<file path="config.mk">
export PLATFORM = sky130hd
export DESIGN_NAME = utf8_byte_stream_decoder
export DESIGN_NICKNAME = d
export VERILOG_FILES = /design/src/rtl/core/utf8d_pkg.sv /design/src/rtl/core/utf8d_decode.sv /design/src/rtl/core/utf8d_out.sv /design/src/rtl/core/utf8_byte_stream_decoder.sv
export SDC_FILE = /design/constraint.sdc
export NUM_CORES = 1
export LEC_CHECK = 0
export BUFFER_PORTS_ARGS = -buffer_cell sky130_fd_sc_hd__buf_2
export CORE_MARGIN = 10
export CORE_UTILIZATION = 45
export DETAILED_ROUTE_END_ITERATION = 10
export PLACE_DENSITY = 0.67
export SLEW_MARGIN = 0
export SYNTH_ARGS = -nofsm -noshare
export SYNTH_HDL_FRONTEND = slang
export SYNTH_SLANG_ARGS = --single-unit
export TNS_END_PERCENT = 1
</file>
<file path="constraint.sdc">
create_clock -name clk -period 4.47 [get_ports clk]
set_input_delay 0.447 -clock clk [delete_from_list [all_inputs] [get_ports clk]]
set_output_delay 0.447 -clock clk [all_outputs]
set_load 0.01 [all_outputs]
</file>
<file path="src/rtl/core/utf8d_pkg.sv">
// Shared types and constants for the UTF-8 byte stream decoder.
`default_nettype none

package utf8d_pkg;

  localparam int BYTE_W = 8;
  localparam int CP_W   = 31;
  localparam int LEN_W  = 3;

  // Continuation byte is 10xxxxxx
  localparam logic [BYTE_W-1:0] CONT_MASK    = 8'hC0;
  localparam logic [BYTE_W-1:0] CONT_TAG     = 8'h80;
  localparam logic [BYTE_W-1:0] PAYLOAD_MASK = 8'h3F;
  localparam logic [BYTE_W-1:0] ASCII_LIMIT  = 8'h80;
  localparam logic [BYTE_W-1:0] BAD_LEAD_MIN = 8'hFE;

  // One decoded result
  typedef struct packed {
    logic             valid;
    logic             error;
    logic [LEN_W-1:0] seq_len;
    logic [CP_W-1:0]  code_point;
  } res_t;

endpackage

`default_nettype wire

</file>
<file path="src/rtl/core/utf8d_decode.sv">
// Decode state and next-state logic: one byte per cycle while fire is high.
`default_nettype none

module utf8d_decode (
  input  wire logic                    clk,
  input  wire logic                    rst,
  input  wire logic                    fire,
  input  wire logic [utf8d_pkg::BYTE_W-1:0] data_byte,
  output utf8d_pkg::res_t              res
);
  import utf8d_pkg::*;

  logic [CP_W-1:0]  accumulator;
  logic [CP_W-1:0]  accumulator_next;
  logic [LEN_W-1:0] bytes_remaining;
  logic [LEN_W-1:0] bytes_remaining_next;
  logic [LEN_W-1:0] bytes_taken;
  logic [LEN_W-1:0] bytes_taken_next;
  logic             is_cont;
  logic [CP_W-1:0]  acc_shift;
  logic [LEN_W-1:0] taken_inc;

  assign is_cont   = (data_byte & CONT_MASK) == CONT_TAG;
  assign acc_shift = {accumulator[CP_W-7:0], data_byte[5:0] & PAYLOAD_MASK[5:0]};
  assign taken_inc = LEN_W'(bytes_taken + LEN_W'(1));

  // Next state and result for the current byte
  always_comb begin
    accumulator_next     = accumulator;
    bytes_remaining_next = bytes_remaining;
    bytes_taken_next     = bytes_taken;
    res                  = '0;
    if (bytes_remaining != '0) begin
      if (!is_cont) begin
        // missing continuation: drop partial sequence and this byte
        res.valid            = 1'b1;
        res.error            = 1'b1;
        res.seq_len          = taken_inc;
        accumulator_next     = '0;
        bytes_remaining_next = '0;
        bytes_taken_next     = '0;
      end else if (bytes_remaining == LEN_W'(1)) begin
        // final continuation byte completes the sequence
        res.valid            = 1'b1;
        res.seq_len          = taken_inc;
        res.code_point       = acc_shift;
        accumulator_next     = '0;
        bytes_remaining_next = '0;
        bytes_taken_next     = '0;
      end else begin
        accumulator_next     = acc_shift;
        bytes_remaining_next = LEN_W'(bytes_remaining - LEN_W'(1));
        bytes_taken_next     = taken_inc;
      end
    end else if (data_byte < ASCII_LIMIT) begin
      res.valid      = 1'b1;
      res.seq_len    = LEN_W'(1);
      res.code_point = CP_W'(data_byte);
    end else if (is_cont || data_byte >= BAD_LEAD_MIN) begin
      // stray continuation or invalid lead
      res.valid   = 1'b1;
      res.error   = 1'b1;
      res.seq_len = LEN_W'(1);
    end else begin
      // lead byte: leading ones set the length, payload below first zero
      bytes_taken_next = LEN_W'(1);
      priority if (!data_byte[5]) begin
        bytes_remaining_next = LEN_W'(1);
        accumulator_next     = CP_W'(data_byte & 8'h1F);
      end else if (!data_byte[4]) begin
        bytes_remaining_next = LEN_W'(2);
        accumulator_next     = CP_W'(data_byte & 8'h0F);
      end else if (!data_byte[3]) begin
        bytes_remaining_next = LEN_W'(3);
        accumulator_next     = CP_W'(data_byte & 8'h07);
      end else if (!data_byte[2]) begin
        bytes_remaining_next = LEN_W'(4);
        accumulator_next     = CP_W'(data_byte & 8'h03);
      end else begin
        bytes_remaining_next = LEN_W'(5);
        accumulator_next     = CP_W'(data_byte & 8'h01);
      end
    end
  end

  // Advance state only when a byte is consumed
  always_ff @(posedge clk) begin
    if (rst) begin
      accumulator     <= '0;
      bytes_remaining <= '0;
      bytes_taken     <= '0;
    end else if (fire) begin
      accumulator     <= accumulator_next;
      bytes_remaining <= bytes_remaining_next;
      bytes_taken     <= bytes_taken_next;
    end
  end

endmodule

`default_nettype wire

</file>
<file path="src/rtl/core/utf8d_out.sv">
// Result register on the output channel.
`default_nettype none

module utf8d_out (
  input  wire logic            clk,
  input  wire logic            rst,
  input  wire logic            load,
  input  wire logic            take,
  input  utf8d_pkg::res_t      res_in,
  output logic                 valid,
  output utf8d_pkg::res_t      res_q
);
  import utf8d_pkg::*;

  // Hold the result until taken; a new one may replace it in the same cycle
  always_ff @(posedge clk) begin
    if (rst) begin
      valid <= 1'b0;
    end else if (load) begin
      valid <= 1'b1;
    end else if (take) begin
      valid <= 1'b0;
    end
  end

  always_ff @(posedge clk) begin
    if (load) begin
      res_q <= res_in;
    end
  end

endmodule

`default_nettype wire

</file>
<file path="src/rtl/core/utf8_byte_stream_decoder.sv">
// UTF-8 byte stream decoder (1 to 6 byte sequences, 31-bit code points).
// Input channel s_*: one raw byte per item in s_tdata.
// Output channel m_*: one item per completed or malformed sequence;
//   m_tdata carries code_point and seq_len, m_tuser carries error.
// A byte lands in an input register; when it is consumed, it is decoded
// against the sequence state, and a result that it completes is loaded
// into the output register, which drives m_tdata.
// Lead bytes and inner continuation bytes give no item.
// Throughput is one byte per cycle while m_tready is high; the single
// decode step between input and output register sets that figure.
// When the receiver stalls, the held result stays put; the input register
// takes at most one more byte and then s_tready drops.
// Malformed input (stray continuation, missing continuation, lead byte
// 0xFE or 0xFF) gives an item with error set and code_point zero; the
// offending byte and any partial sequence are dropped.
// Reset clears the valid flags of both registers and returns the decoder to idle.
`default_nettype none

module utf8_byte_stream_decoder (
  input  wire logic        clk,
  input  wire logic        rst,
  input  wire logic        s_tvalid,
  output logic             s_tready,
  input  wire logic [7:0]  s_tdata,   // [7:0] in_byte
  output logic             m_tvalid,
  input  wire logic        m_tready,
  output logic [39:0]      m_tdata,   // [30:0] code_point, [33:31] seq_len, rest zero
  output logic             m_tuser    // [0] error
);
  import utf8d_pkg::*;

  logic              in_valid;
  logic [BYTE_W-1:0] in_byte;
  logic              consume;
  res_t              dec_res;
  res_t              out_res;

  // Consume the held byte when the result register is free or draining
  assign consume  = in_valid && (!m_tvalid || m_tready);
  assign s_tready = !in_valid || consume;

  // Input register
  always_ff @(posedge clk) begin
    if (rst) begin
      in_valid <= 1'b0;
    end else if (s_tvalid && s_tready) begin
      in_valid <= 1'b1;
    end else if (consume) begin
      in_valid <= 1'b0;
    end
  end

  always_ff @(posedge clk) begin
    if (s_tvalid && s_tready) begin
      in_byte <= s_tdata;
    end
  end

  utf8d_decode u_decode (
    .clk       (clk),
    .rst       (rst),
    .fire      (consume),
    .data_byte (in_byte),
    .res       (dec_res)
  );

  utf8d_out u_out (
    .clk    (clk),
    .rst    (rst),
    .load   (consume && dec_res.valid),
    .take   (m_tready),
    .res_in (dec_res),
    .valid  (m_tvalid),
    .res_q  (out_res)
  );

  assign m_tdata = {6'b0, out_res.seq_len, out_res.code_point};
  assign m_tuser = out_res.error;

`ifndef SYNTH
  // An error item never carries a code point
  a_err_zero_cp: assert property (@(posedge clk) disable iff (rst)
    m_tvalid && m_tuser |-> m_tdata[30:0] == '0)
    else $error("error item with nonzero code point");

  // Sequence length is always 1 to 6
  a_len_range: assert property (@(posedge clk) disable iff (rst)
    m_tvalid |-> m_tdata[33:31] != 3'd0 && m_tdata[33:31] != 3'd7)
    else $error("sequence length out of range");

  // An empty output register never blocks the input
  a_no_false_stall: assert property (@(posedge clk) disable iff (rst)
    !m_tvalid |-> s_tready)
    else $error("input stalled with empty result register");

  // A good one-byte item is plain ASCII
  a_err_len1_ascii: assert property (@(posedge clk) disable iff (rst)
    m_tvalid && !m_tuser && m_tdata[33:31] == 3'd1 |-> m_tdata[30:7] == '0)
    else $error("one-byte sequence above 0x7F");
`endif

endmodule

`default_nettype wire

</file>
=== Word-level counts from Yosys, hierarchy flattened ===
Index checks and enable logic that the tools add are counted.
Widths: inputs -> output; s select.

* Register bits: 76
* Bits in latches: 0
* RAM bits: 0
* Bits in read-only memories: 0
* Input bits: 12
* Output and inout bits: 43
* Logic and storage cells: 68
* Memories: 0

* Add/subtract/negate cells: 2
* Multipliers: 0
* Divide/modulo/power cells: 0
* Magnitude comparators: 2
* Eq/ne operators: 4
* Shift-type cells: 0
* Mux-type cells: 39
* Bitwise logic cells: 0
* Reductions and logical operators: 12

{| class="wikitable"
|+ Operators by type and width
! operator !! count
|-
| $mux 25 || 8
|-
| $mux 3 || 15
|-
| $mux 36 || 1
|-
| $mux 34 || 1
|-
| $mux 31 || 1
|-
| $mux 1 || 10
|-
| $ge 8x8->1 const B || 1
|-
| $lt 8x8->1 const B || 1
|-
| $mux 8 || 1
|-
| $mux 5 || 1
|-
| $ne 2x1->1 const B || 2
|-
| $reduce_bool 2->1 || 2
|-
| $add 3x1->3 const B || 1
|-
| $eq 3x1->1 const B || 1
|-
| $logic_and 1x1->1 || 3
|-
| $logic_or 1x1->1 || 3
|-
| $reduce_and 3->1 || 1
|-
| $reduce_bool 3->1 || 1
|-
| $sub 3x1->3 const B || 1
|-
| $eq 2x2->1 const B || 1
|-
| $logic_not 1->1 || 2
|-
| $mux 2 || 1
|}

=== Depth between registers and ports, before layout ===
Gate-level depths: netlist of the first run.

* Depth after elaboration: 7
* Gate-level depth with buffers: 7
* Mapped depth without buffers: 6

=== Hierarchy ===
A second synthesis of the first run with hierarchy kept.

* Cells, all modules: 245
* Area total of the unflattened synthesis: 3146.8 sq um

{| class="wikitable"
|+ Modules (own cells, without submodules)
! module !! instances !! cells an instance !! area each (sq um) !! seq. area each (sq um)
|-
| utf8d_decode || 1 || 182 || 1656.6 || 620.6
|-
| utf8d_out || 1 || 40 || 1119.8 || 1101.1
|-
| utf8_byte_stream_decoder || 1 || 23 || 370.4 || 260.2
|}

=== Worst setup path before layout of the first run ===
OpenSTA, ideal clock, no wires.

* Path kind: reg-to-reg
* From: reg u_decode.bytes_remaining[0]
* To: reg u_out.res_q[0] (netlist name), enable pin
* Library setup time: 439 ps
* Arrival: 2922 ps
* Data required time: 4031 ps
* Setup slack: 1109 ps
* Cell stages (with the launch flop): 7
* Path buffers: 1
* Period minus slack after synthesis: 3361 ps
* Cells stage by stage: dfxtp_1 > inv_1 > ha_1 > nand4b_4 > a2bb2oi_4 > buf_4 > a21oi_1

* Cells in the longest elaborated chain, start to end: 5
* Elaborated cells between the ends (all ways): 6
* Those cells by class: 1 x eq/ne; 3 x mux; 2 x reduce/logical

{| class="wikitable"
|+ RTL lines
! what !! line !! text
|-
| from (decl) || utf8d_decode.sv:15 || <nowiki>logic [LEN_W-1:0] bytes_remaining;</nowiki>
|-
| from (signal assigned) || utf8d_decode.sv:94 || <nowiki>bytes_remaining <= bytes_remaining_next;</nowiki>
|-
| $eq 3x1->1 || utf8d_decode.sv:42 || <nowiki>end else if (bytes_remaining == LEN_W'(1)) begin</nowiki>
|-
| $mux 1 || utf8d_decode.sv:42 ||
|-
| $mux 1 || utf8d_decode.sv:34 || <nowiki>if (!is_cont) begin</nowiki>
|-
| $mux 36 (*) || utf8d_decode.sv:33 || <nowiki>if (bytes_remaining != '0) begin</nowiki>
|-
| $logic_and 1x1->1 (*) || utf8_byte_stream_decoder.sv:70 || <nowiki>.load (consume && dec_res.valid),</nowiki>
|-
| named net u_out.load || utf8d_out.sv:7 || <nowiki>input wire logic load,</nowiki>
|-
| to (signal assigned) || utf8d_out.sv:28 || <nowiki>res_q <= res_in;</nowiki>
|-
| to (decl) || utf8d_out.sv:11 || <nowiki>output utf8d_pkg::res_t res_q</nowiki>
|}

Mark *: on every way through the listed nets, which the timed path passes. The rest lies on a longest branch.
A chain may end at the register's enable or synchronous reset.

=== Worst setup path after layout of the first run ===
* From: reg u_decode.bytes_remaining[0]
* To: reg u_out.res_q[14] (netlist name), enable pin

Same word-level chain as after synthesis.

==> metrics.txt, run 1 <==
antenna cells 0; slew margin rel. 0.251; Hold Startpoint s_tdata[7]; # rows 29; dpl cells 348; worst path cell trace inv_1 -> ha_1 -> nand2b_1 -> o21ai_1 -> a21oi_4; RePlAce Congestion 0.830; post-CTS setup buffers 0; Die H 102 µm; io pins 55; cts hold-fix bufs 0; fmax 372 MHz; CTS resizes 0; Hold Path End in_byte[7]$_DFFE_PP_; initial antenna violation count 0; Die Width 102 µm; wire per inst 15.4 µm; Synth top area share 0.424; ranking of synthesized cells by area edfxtp_1, dfxtp_1, a22o_1, and2_1, a21oi_1; Min-Delay Path Class in2reg; cells on worst reg2reg path 5; CTS tree done; status finished clean; Max VDD drop 0.203 mV; Reg power frac 0.543; RSZ-0062 raised after global routing no; nets@finish 298; switching share of power 0.235; Synth Flop Type edfxtp_1; Req. time, crit path 4.43 ns; Leak Pwr 0.00133 µW; Crit Reg-Reg Startpoint u_decode.bytes_remaining[0]$_SDFFE_PP0P_; worst-skew pair later-pin latency 0.35 ns; crit path capture type flop; setup_tns 0 ns; Crit-path slowest cell a21oi_4; clock root buffer clkbuf_8; CP Buf/Inv Count 1; met2 WL 2680 µm; fin crit period 2.69 ns; power density over cell area 408 nW/µm²; post-route ant nets 0; syn_area_per_cell 13.0 µm²; DRT Pass-1 Iters 4; via/cell ratio 5.24; first-pass GRT wire length 9340 µm; warnings from Yosys 0; r2r setup slk 1.78 ns; Non-Filler Instances 364; crit-path max FO 35; drt drc 0; final period utilization 0.601; number of H-tree levels 3; pin count of the biggest net entering global routing 36; DP HPWL 3930 µm; Post-Syn Area 3040 µm²; final setup fails 0; die area 10,500 µm²; CTS clk-pin slew, worst paths 0.07 ns; vias in the first global route 1,912; count of final hold-check violations 0; clock network power share 0.375; Comb power frac 0.083; startpoint types flop; clock sinks 76; total grt overflow 0; EDFF count, synth 43; area leader, netlist edfxtp_1; Worst EP arrival 2.65 ns; Seq/Total Area, Yosys 0.641; Net Sw Power 337 µW; asr flop ratio synth 0; Initial Util 0.471; met3 WL 393 µm; post-synth cell types 42; layout cells sized above 1 0.254; top sig layer met4; Worst-Margin Slew 1.12 ns; Yosys reg bits 76; Post-synth top cells edfxtp_1, dfxtp_1, and2_1; Syn Inst Count 234; number of fill cells in the layout 568; area growth from synthesis to layout 15.7%; worst hold stages 1; clk buf depth 2; Worst Clk Skew 0.00683 ns; Initial DRC Count 54; internal power 1100 µW; Max-Cap Viols 0; IO buf count 48; most frequent cell after synthesis edfxtp_1; Met1 Wirelength 2460 µm; worst reg2reg path endpoint u_out.res_q[14]$_SDFFCE_PN0P_; Storage cell area 1950 µm²; CTS buffer count 9; Final Slew Violations 0; Crit path max-delay family compound AO/OA/AOI/OAI gates; final wirelength 5610 µm; all-layer global routing usage 0.115; core area 6460 µm²; max incr delay on CP 0.99 ns; Setup CP Type reg2reg; area of the multi-input gates 996 µm²; total number of vias 1,906
## stage by stage
stage	setup slack [ns]	power, µW	hold WS (ns)	area [µm²]	util
global route	1.57	1500	0.257	3520	0.545
detailed placement	1.81	915	0.455	3310	0.513
CTS	1.79	1460	0.256	3520	0.545
floorplan	1.11	881	0.440	3060	-
global placement	1.93	913	0.452	3310	0.513
finish	1.78	1440	0.274	3520	0.545
## power groups by stage
| stage | Combinational [µW] | Sequential [µW] | Clock (µW) |
|---|---|---|---|
| global placement | 118 | 795 | 0 |
| floorplan | 77.7 | 803 | 0 |
| finish | 119 | 780 | 538 |
| global route | 132 | 783 | 587 |
| CTS | 120 | 780 | 557 |
| detailed placement | 120 | 796 | 0 |
## metal layers
metal / GRT usage / vias to the layer above
li1: - / 944
met1: 0.132 / 896
met2: 0.184 / 56
met3: 0.0459 / 10
met4: 0.0586 / 0
met5: 0 / -
## cell families (layout without fill, tap and decap cells)
family                     count (synthesis)  count (layout)  share of synthesized area
buffers and inverters                     22              70                     0.0432
AOI/OAI and AO/OA                         60              60                      0.157
DFF                                       76              76                      0.641
xor gates and xnor gates                   1               1                    0.00288
other                                      1               6                    0.00123
adders and majority gates                  4               4                     0.0164
and+or+nand+nor                           70              70                      0.139
## flip-flops by register name (all words and copies together), names as in the netlist
name	flops
in_byte	8
in_valid	1
u_decode.accumulator	25
u_decode.bytes_remaining	3
u_decode.bytes_taken	3
u_out.res_q	35
u_out.valid	1
## cell type report
type | instances | share of cell area
Clock buffer | 11 | 0.0434
Multi-Input combinational cell | 141 | 0.283
Inverter | 5 | 0.00533
Timing Repair Buffer | 49 | 0.0704
Sequential cell | 76 | 0.554
Clock inverter | 5 | 0.0163
Tap cell | 77 | 0.0274
## layout by cell type, fill, tap and decap left out, drive strengths merged, types with 2 or more instances in the layout
cell type   n
a211oi      2
a21boi      2
a21oi      12
a22o       22
a31oi       3
and2       27
and2b       2
buf        49
clkbuf     11
clkinv      3
conb        6
dfxtp      33
edfxtp     43
ha          4
inv         6
nand2       7
nand2b      4
nand4       6
nand4b      2
nor2        9
nor2b       8
nor3        2
o21ai       9
## worst max path at each step
stage                                               end  slack [ns]  depth (start not counted)                                startpoint
after floorplan                u_out.res_q[0]$_DFFE_PP_        1.11                          6  u_decode.bytes_remaining[0]$_SDFFE_PP0P_
after global placement    u_out.res_q[23]$_SDFFCE_PN0P_        1.93                          5  u_decode.bytes_remaining[0]$_SDFFE_PP0P_
after detailed placement  u_out.res_q[20]$_SDFFCE_PN0P_        1.81                          5  u_decode.bytes_remaining[0]$_SDFFE_PP0P_
after CTS                 u_out.res_q[20]$_SDFFCE_PN0P_        1.79                          5  u_decode.bytes_remaining[0]$_SDFFE_PP0P_
after global routing          u_out.res_q[34]$_DFFE_PP_        1.57                          5  u_decode.bytes_remaining[0]$_SDFFE_PP0P_
final                     u_out.res_q[14]$_SDFFCE_PN0P_        1.78                          5  u_decode.bytes_remaining[0]$_SDFFE_PP0P_
Power figures use the tool's default switching activity.
==> inputs of run 2 (changes only) <==
--- a/config.mk
+++ b/config.mk
@@ -9,7 +9,7 @@
 export CORE_MARGIN = 10
 export CORE_UTILIZATION = 45
 export DETAILED_ROUTE_END_ITERATION = 10
-export PLACE_DENSITY = 0.67
+export PLACE_DENSITY = 0.69
 export SLEW_MARGIN = 0
 export SYNTH_ARGS = -nofsm -noshare
 export SYNTH_HDL_FRONTEND = slang
==> constraint.sdc (replaced) <==
create_clock -name clk -period 2.4 [get_ports clk]
set_input_delay 0.24 -clock clk [delete_from_list [all_inputs] [get_ports clk]]
set_output_delay 0.24 -clock clk [all_outputs]
set_load 0.01 [all_outputs]
==> run 2 against run 1 <==
Non-clock buffer count up 3. Fmax grew 34%. First-iteration DRC count rose to 2.9 times the previous value. Largest cell class unchanged.
==> metrics.txt, run 2 (synthesis results as in run 1) <==
status finished clean; Leak Pwr 0.00134 µW; clock sinks 76; Max VDD drop 0.485 mV; initial antenna violation count 0; DRT Pass-1 Iters 4; CTS buffer count 9; first-pass GRT wire length 9230 µm; Final Slew Violations 0; RSZ-0062 raised after global routing no; RePlAce Congestion 0.818; Initial DRC Count 154; antenna cells 0; fmax 500 MHz; CTS resizes 0; # rows 29; Final Instance Area 3550 µm²; layout cells sized above 1 0.262; total grt overflow 0; Worst EP arrival 2.04 ns; pin count of the biggest net entering global routing 36; fin crit period 2.00 ns; cts hold-fix bufs 0; DP HPWL 3990 µm; Initial Util 0.471; crit path capture type flop; CTS tree done; leading cell type in the layout, fill and taps excluded buf_2; total number of vias 1,921; vias in the first global route 1,944; via/cell ratio 5.23; core area 6460 µm²; final period utilization 0.833; setup_tns 0 ns; clock root buffer clkbuf_8; max incr delay on CP 0.37 ns; Worst-Margin Slew 0.549 ns; Crit path max-delay family compound AO/OA/AOI/OAI gates; Setup CP Type reg2reg; Worst Clk Skew 0.00697 ns; dpl cells 351; die area 10,500 µm²; max FFs per register 35; Req. time, crit path 2.44 ns; crit-path max FO 35; io pins 55; power density over cell area 746 nW/µm²; Max-Cap Viols 0; Die H 102 µm; count of final hold-check violations 0; Die Width 102 µm; final setup fails 0; startpoint types flop; nets@finish 301; drt drc 0; worst-skew pair later-pin latency 0.34 ns; Non-Filler Instances 367; area growth from synthesis to layout 16.5%; worst path cell trace inv_1 -> ha_1 -> nand2b_1 -> o21ai_1 -> a21oi_4 -> buf_12; final wirelength 5580 µm; wire per inst 15.2 µm; Crit-path slowest cell dfxtp_1; post-CTS setup buffers 0; Largest regs u_out.res_q (35), u_decode.accumulator (25), in_byte (8); IO buf count 48; most frequent cells in the layout buf_2, edfxtp_1, dfxtp_1; CTS clk-pin slew, worst paths 0.07 ns; number of fill cells in the layout 574; slew margin rel. 0.633; Placement Cell Area 3350 µm²; largest reg by FF count u_out.res_q; CP Buf/Inv Count 2; post-route ant nets 0; number of H-tree levels 3; Min-Delay Path Class in2reg; all-layer global routing usage 0.115; clk buf depth 2
run 2: cell types whose count changed in the layout (fill, tap and decap cells not counted):
cell        previous run  this run
clkinv_4               1         2
buf_12                 0         1
inv_6                  1         2
clkinvlp_4             0         1
clkbuf_16              1         0
buf_4                  1         3
clkinv_2               2         0
run 2: worst reg2reg max path, delay by kind of cell (launching register included):
kind | cells | cell delay, ns
flip-flops | 1 | 0.37
AND/OR/NAND/NOR | 1 | 0.25
adder cells (fa/ha/maj) | 1 | 0.28
AO/OA/AOI/OAI | 2 | 0.47
buffers and inverters | 2 | 0.31
run 2: final cells by class:
type | instances | area [µm²] | area share
Sequential cell | 76 | 1950 | 0.550
Multi-Input combinational cell | 141 | 996 | 0.281
Timing Repair Buffer | 52 | 283 | 0.0797
Clock buffer | 10 | 128 | 0.0360
Tap cell | 77 | 96.3 | 0.0272
Clock inverter | 6 | 72.6 | 0.0205
Inverter | 5 | 18.8 | 0.00529
run 2: per-stage QoR:
step | utilization | setup WS (ns) | total power (µW) | hold WS [ns]
global route | 0.549 | 0.255 | 2760 | 0.0391
detailed placement | 0.518 | 0.434 | 1710 | 0.418
floorplan | - | 0.194 | 1640 | 0.339
CTS | 0.549 | 0.415 | 2680 | 0.0463
finish | 0.549 | 0.402 | 2650 | 0.0725
global placement | 0.518 | 0.480 | 1710 | 0.417
run 2: metal layers:
layer | track usage | vias up | share of wire
met4 | 0.0553 | 0 | 0.015
li1 | - | 956 | -
met1 | 0.133 | 897 | 0.45
met3 | 0.0493 | 7 | 0.065
met5 | 0 | - | 0
met2 | 0.180 | 61 | 0.47
run 2: report_power, final:
group	internal (µW)	switching [µW]	leakage, µW	total (µW)
combinational	82.5	147	0.000564	229
clock	491	475	0.0000975	966
sequential	1430	24.4	0.000674	1450
run 2: final timing paths:
path / start / to / slack (ns) / cells after the start
max: u_decode.bytes_remaining[0]$_SDFFE_PP0P_ / u_out.res_q[34]$_DFFE_PP_ / 0.40 / 6
min: s_tdata[4] / in_byte[4]$_DFFE_PP_ / 0.07 / 1
max reg2reg: u_decode.bytes_remaining[0]$_SDFFE_PP0P_ / u_out.res_q[34]$_DFFE_PP_ / 0.40 / 6
min reg2reg: u_decode.accumulator[23]$_SDFFE_PP0P_ / u_decode.accumulator[23]$_SDFFE_PP0P_ / 0.47 / 1
